`config.mk`:
```
export PLATFORM = sky130hd
export DESIGN_NAME = fsc_div
export DESIGN_NICKNAME = d
export VERILOG_FILES = /design/src/design/fsc_div.sv
export SDC_FILE = /design/constraint.sdc
export NUM_CORES = 1
export LEC_CHECK = 0
export ABC_AREA = 1
export BUFFER_PORTS_ARGS = -buffer_cell sky130_fd_sc_hd__buf_2
export CAP_MARGIN = 0
export CORE_UTILIZATION = 59
export DETAILED_ROUTE_END_ITERATION = 10
export PLACE_DENSITY = 0.81
export SETUP_SLACK_MARGIN = 0.02
export SLEW_MARGIN = 20
export SYNTH_ARGS = -nofsm -noshare
export SYNTH_HDL_FRONTEND = slang
export SYNTH_SLANG_ARGS = --single-unit
```
`constraint.sdc`:
```
create_clock -name clock -period 2.8 [get_ports clock]
set_input_delay 0.56 -clock clock [delete_from_list [all_inputs] [get_ports clock]]
set_output_delay 0.56 -clock clock [all_outputs]
set_load 0.005 [all_outputs]
```
`src/design/fsc_div.sv`:
```
// Restoring bit-serial divider for plane normalization, one quotient bit a cycle.
module fsc_div #(
   parameter int WORD_BITS = 32,
   parameter int FRAC_BITS = 16
) (
   input  logic                 clock,
   input  logic                 reset,
   input  logic                 start,
   input  logic [WORD_BITS-1:0] numer,
   input  logic [WORD_BITS-1:0] denom,
   output logic                 busy,
   output logic [WORD_BITS-1:0] quot
);
   localparam int NB = WORD_BITS + FRAC_BITS;
   localparam int CB = $clog2(NB + 1);

   logic          busy_ff, busy_in;
   logic [CB-1:0] cnt_ff, cnt_in;
   logic [NB-1:0] num_ff, num_in;
   logic [NB-1:0] q_ff, q_in;
   logic [WORD_BITS:0] rem_ff, rem_in;
   logic [WORD_BITS:0] shifted;

   always_comb begin
      busy_in = busy_ff;
      cnt_in = cnt_ff;
      num_in = num_ff;
      q_in = q_ff;
      rem_in = rem_ff;
      shifted = {rem_ff[WORD_BITS-1:0], num_ff[NB-1]};
      if (start) begin
         busy_in = 1'b1;
         cnt_in = CB'(NB);
         num_in = {numer, {FRAC_BITS{1'b0}}};
         q_in = '0;
         rem_in = '0;
      end else if (busy_ff) begin
         num_in = {num_ff[NB-2:0], 1'b0};
         if (shifted >= {1'b0, denom}) begin
            rem_in = shifted - {1'b0, denom};
            q_in = {q_ff[NB-2:0], 1'b1};
         end else begin
            rem_in = shifted;
            q_in = {q_ff[NB-2:0], 1'b0};
         end
         cnt_in = cnt_ff - 1'b1;
         if (cnt_ff == CB'(1)) busy_in = 1'b0;
      end
   end

   always_ff @(posedge clock) begin
      if (reset) begin
         busy_ff <= 1'b0;
         cnt_ff <= '0;
      end else begin
         busy_ff <= busy_in;
         cnt_ff <= cnt_in;
      end
      num_ff <= num_in;
      q_ff <= q_in;
      rem_ff <= rem_in;
   end

   assign busy = busy_ff;
   // Saturate the magnitude to one past the largest word value.
   always_comb begin
      if (q_ff[NB-1:WORD_BITS-1] != '0) quot = {1'b1, {(WORD_BITS-1){1'b0}}};
      else quot = q_ff[WORD_BITS-1:0];
   end
endmodule

```
# Yosys cells after proc, flatten, opt, wreduce, memory -nomap -nowiden
# Cells that the tools add are included.
# W data, S select, Z words.
# totals
elab_cells	23
output_inout_bits	33
in_bits	67
reg_bits	119
# classes
eq_ne	1
n_lt_le_gt_ge	1
reduce_logical	3
muxes	10
n_addsub	2
# ops
cell	n
$mux W48	2
$mux W32	2
$ge A33 B32 Y1	1
$sub A32 B32 Y32	1
$reduce_bool A17 Y1	1
$mux W6	2
$eq A6 B1 Y1 const B	1
$sub A6 B1 Y6 const B	1
$mux W1	4
$reduce_bool A2 Y1	1
$reduce_or A2 Y1	1

# Depth between registers and ports, before layout
# depth
depth_word	4
ltp_mapped	18

# Worst setup path after synthesis
# Ideal clock, no wire load.
# synth_path
kind	input to register
startpoint	input port start
endpoint	register num_ff[16], enable pin
required_time_ps	2391
cell_stages	4
setup_time_ps	409
arrival_time_ps	2136
setup_slack_ps	255
path_cell_list	clkbuf_1 nor2_1 inv_2 clkbuf_1
# synth_between
elab_chain_cells	1
# synth_lines
item	line_no	source
from (decl)	8	input logic start,
$reduce_bool A2 Y1 (no source line)	-	
to (signal assigned)	59	num_ff <= num_in;
to (decl)	19	logic [NB-1:0] num_ff, num_in;
# Every way passes these cells.
# A chain may end at the register's enable or synchronous reset.

# Worst setup path in the final report
# layout_path
startpoint	register num_ff[47]
endpoint	register rem_ff[12]
# layout_between
elab_chain_cells	2
# layout_lines
item	line_no	source
$sub A32 B32 Y32 or $ge A33 B32 Y1 (tied branches)	40, 39	
$mux W32 (*)	39	if (shifted >= {1'b0, denom}) begin
to (signal assigned)	61	rem_ff <= rem_in;
to (decl)	21	logic [WORD_BITS:0] rem_ff, rem_in;
# Mark *: on every way between the ends. The rest lies on a longest branch, timed or not.

==> out/qor.yml <==
yosys:
  synth_compound_area_share_pct: 8.72
  synthMuxAreaShare_pct: 0
  synthFlopType: "dfxtp_1"
  yosysUniqueCellTypes: 40
  netlist_area_mm2: 0.00746
  synth_top_family_by_area: "simple AND/OR/NAND/NOR gates"
  synth-adder-area-share_pct: 5.97
  yosysSeqAreaShare_pct: 36.2
  synthDominantCellAreaShare_pct: 23.3
  synth_nets: 1243
  synth_most_common_cell: "nand2_1"
  synth_area_leaders: "dfxtp_1 23%, nand2_1 20%, edfxtp_1 13%"
  synth_simple_gate_area_share_pct: 34.8
  synthXorXnorAreaFrac_pct: 1.29
  ys_seq_elements: 119
  yosys_warnings: 0
  synth_common_cells: "391 x nand2_1, 207 x inv_1, 111 x nor2_1, 87 x dfxtp_1, 54 x nand3_1"
  avgSynthCellArea_um2: 6.54
  async_reset_ff_share_pct: 0
  yosysTopAreaCell: "dfxtp_1"
  synth-edff-count: 32
  netlist_instances: 1141
flow_run:
  max_cap_viol_count: 0
cts:
  cts_resized: 0
  post_cts_buffers: 0
  clkTransAtPathRegs_ps: 60
  htree_levels: 4
  cts_tree: "built"
  root_buffer: "clkbuf_16"
  clk_path_buf_depth: 2
  clock_sinks: 119
  cts_made_buffers: 17
  cts_hold_buf: 0
  worstSkewPairLatency_ps: 420
placement:
  dp.final_hpwl_mm: 14.0
  place.gp.congestion: 0.981
  placed_cell_area_mm2: 0.00817
  port_buffers: 99
routing:
  drt-pass1-iter-count: 5
  drtIter0Drc: 532
  drc_errors: 0
  ant_nets: 0
  drt-vias-per-instance: 5.16
  wl_mm: 19.2
  vias: 7348
  wire_per_inst_um: 13.5
final_layout:
  final_nets: 1346
  diodes: 0
  design_area_mm2: 0.00875
  drive_gt1_share_pct: 14.0
  area_growth_pct: 17.2
power:
  ir_drop_mv: 0.577
  power_density_mw_per_mm2: 506
  p_leak_uw: 0.00472
sta:
  skew_ps: 11.9
  worst_pin_slew_ps: 452
  period_needed_ps: 2360
  setup_tns_ps: 0
  relSlewSlack_pct: 69.5
  slew_violations: 0
  setup_violations: 0
  hold_viol_final: 0
  grt_setup_unrepaired: "no"
  fin_crit_sh_pct: 84.2
  max_freq_mhz: 424
setup_path:
  crit_slowest_cell: "fa_1"
  rr_worst_depth: 15
  required_ps: 3160
  criticalPathCategory: "reg2reg"
  path_buf_inv: 3
  crit_top_cell: "nand2_1"
  path_delay_family: "simple AND/OR/NAND/NOR gates"
  max_stage_delay_ps: 420
  cp-end-kind: "flip-flop"
  start_kind: "flip-flop"
  cp_num_cells: 15
  crit_arrival_ps: 2720
  cp_cell_sequence: "inv_1 > ha_1 > fa_1 > o21ai_0 > buf_4 > nand2_1 > nand2_1 > nand2_1 > nand2_1 > nand2_1 > nand2_1 > nand3_1 > nand3_1 > nand2_1 > inv_1"
  worstPathMaxFanout: 4
grt:
  overflow: 0
  grt_use_total_pct: 31.0
  grt_pass1_wl_mm: 31.7
  antenna_found_initial: 0
  first_global_vias: 6819
  grt_max_degree: 71
worst_hold_path:
  hold_path_class: "in2reg"
  hold_depth: 2
status:
  status: "finished, final reports clean"
die:
  die_h_um: 114
  num_rows: 40
  ios: 100
  start_util_pct: 61.3
  die_x_um: 114
  core_mm2: 0.0122
  die_area_mm2: 0.0131
## stage by stage
step	setup slack, ps	hold slack, ps	total power, µW	cells	util, %
2_1_floorplan	255	430	2150	1141	-
4_1_cts	460	348	4440	1425	71.9
3_5_place_dp	188	466	2280	1393	67.2
6_report	443	355	4420	1425	71.9
3_3_place_gp	186	454	2280	1393	67.2
5_1_grt	253	354	4570	1425	71.9
## power by group
group,internal [µW],switching (µW),total (µW)
Combinational,139,256,395
Sequential,1840,21.6,1860
Clock,1320,853,2170
Total,3290,1130,4420
## area by class of cell
cell class / instances / area (µm²)
inverter: 214 / 803
clock buffer: 19 / 433
timing repair buffer: 118 / 663
clock inverter: 13 / 145
multi-input combinational: 774 / 3790
fill: 1067 / 3420
sequential: 119 / 2700
tap: 168 / 210
## registers in the layout, summed over array words and instances (netlist names)
| register | cells |
|---|---|
| q_ff | 48 |
| busy | 1 |
| rem_ff | 32 |
| cnt_ff | 6 |
| num_ff | 32 |
## path summary, 6_finish.rpt
path | startpoint | endpoint | slack [ps]
worst min register to register | q_ff[47] | q_ff[47] | 470
worst max register to register | num_ff[47] | rem_ff[12] | 440
worst min-delay path | reset | cnt_ff[4] | 360
worst max-delay path | num_ff[47] | rem_ff[12] | 440
## cells by family (layout without fill, tap and decap cells)
logic type	count (synthesis)	after routing
xor gates and xnor gates	11	11
adders and majority gates	35	35
AOI/OAI and AO/OA	111	111
DFF	119	119
buffers and inverters	248	364
and+or+nand+nor	617	617
## routing by layer
| layer | GRT usage (%) | vias up | routed length, µm |
|---|---|---|---|
| li1 | - | 3781 | - |
| met1 | 38.1 | 3337 | 8390 |
| met2 | 53.0 | 191 | 9310 |
| met3 | 6.03 | 39 | 926 |
| met4 | 13.6 | 0 | 597 |
| met5 | 0 | - | 0 |
## layout by cell type, fill, tap and decap left out, types with 2 or more instances in the layout
cell / synthesis / routed
a21boi_0: 2 / 2
a21oi_1: 28 / 28
buf_12: 0 / 2
buf_2: 4 / 99
buf_4: 1 / 17
bufinv_16: 0 / 2
clkbuf_1: 21 / 2
clkbuf_16: 0 / 17
clkinv_1: 2 / 2
clkinv_2: 0 / 2
clkinv_4: 0 / 3
clkinvlp_4: 0 / 3
dfxtp_1: 87 / 87
edfxtp_1: 32 / 32
ha_1: 34 / 34
inv_1: 207 / 207
inv_2: 5 / 5
inv_6: 0 / 3
nand2_1: 391 / 391
nand2_2: 6 / 6
nand2_4: 3 / 3
nand3_1: 54 / 54
nand3_2: 4 / 4
nand3b_1: 4 / 4
nand4_1: 28 / 28
nor2_1: 111 / 111
nor2_2: 5 / 5
nor2_4: 3 / 3
nor3_1: 4 / 4
nor4_1: 2 / 2
o21ai_0: 15 / 15
o21ai_1: 7 / 7
o21bai_1: 8 / 8
o22ai_1: 46 / 46
xnor2_1: 7 / 7
xor2_1: 4 / 4
## worst register-to-register path, cell delays in order (launching register included)
cell and delay, ps:
edfxtp_1 350, inv_1 90, ha_1 210, fa_1 420, o21ai_0 180, buf_4 160, nand2_1 50, nand2_1 190
nand2_1 110, nand2_1 120, nand2_1 60, nand2_1 80, nand3_1 100, nand3_1 90, nand2_1 50, inv_1 50
Note: power is estimated with default switching activity, not from simulation.
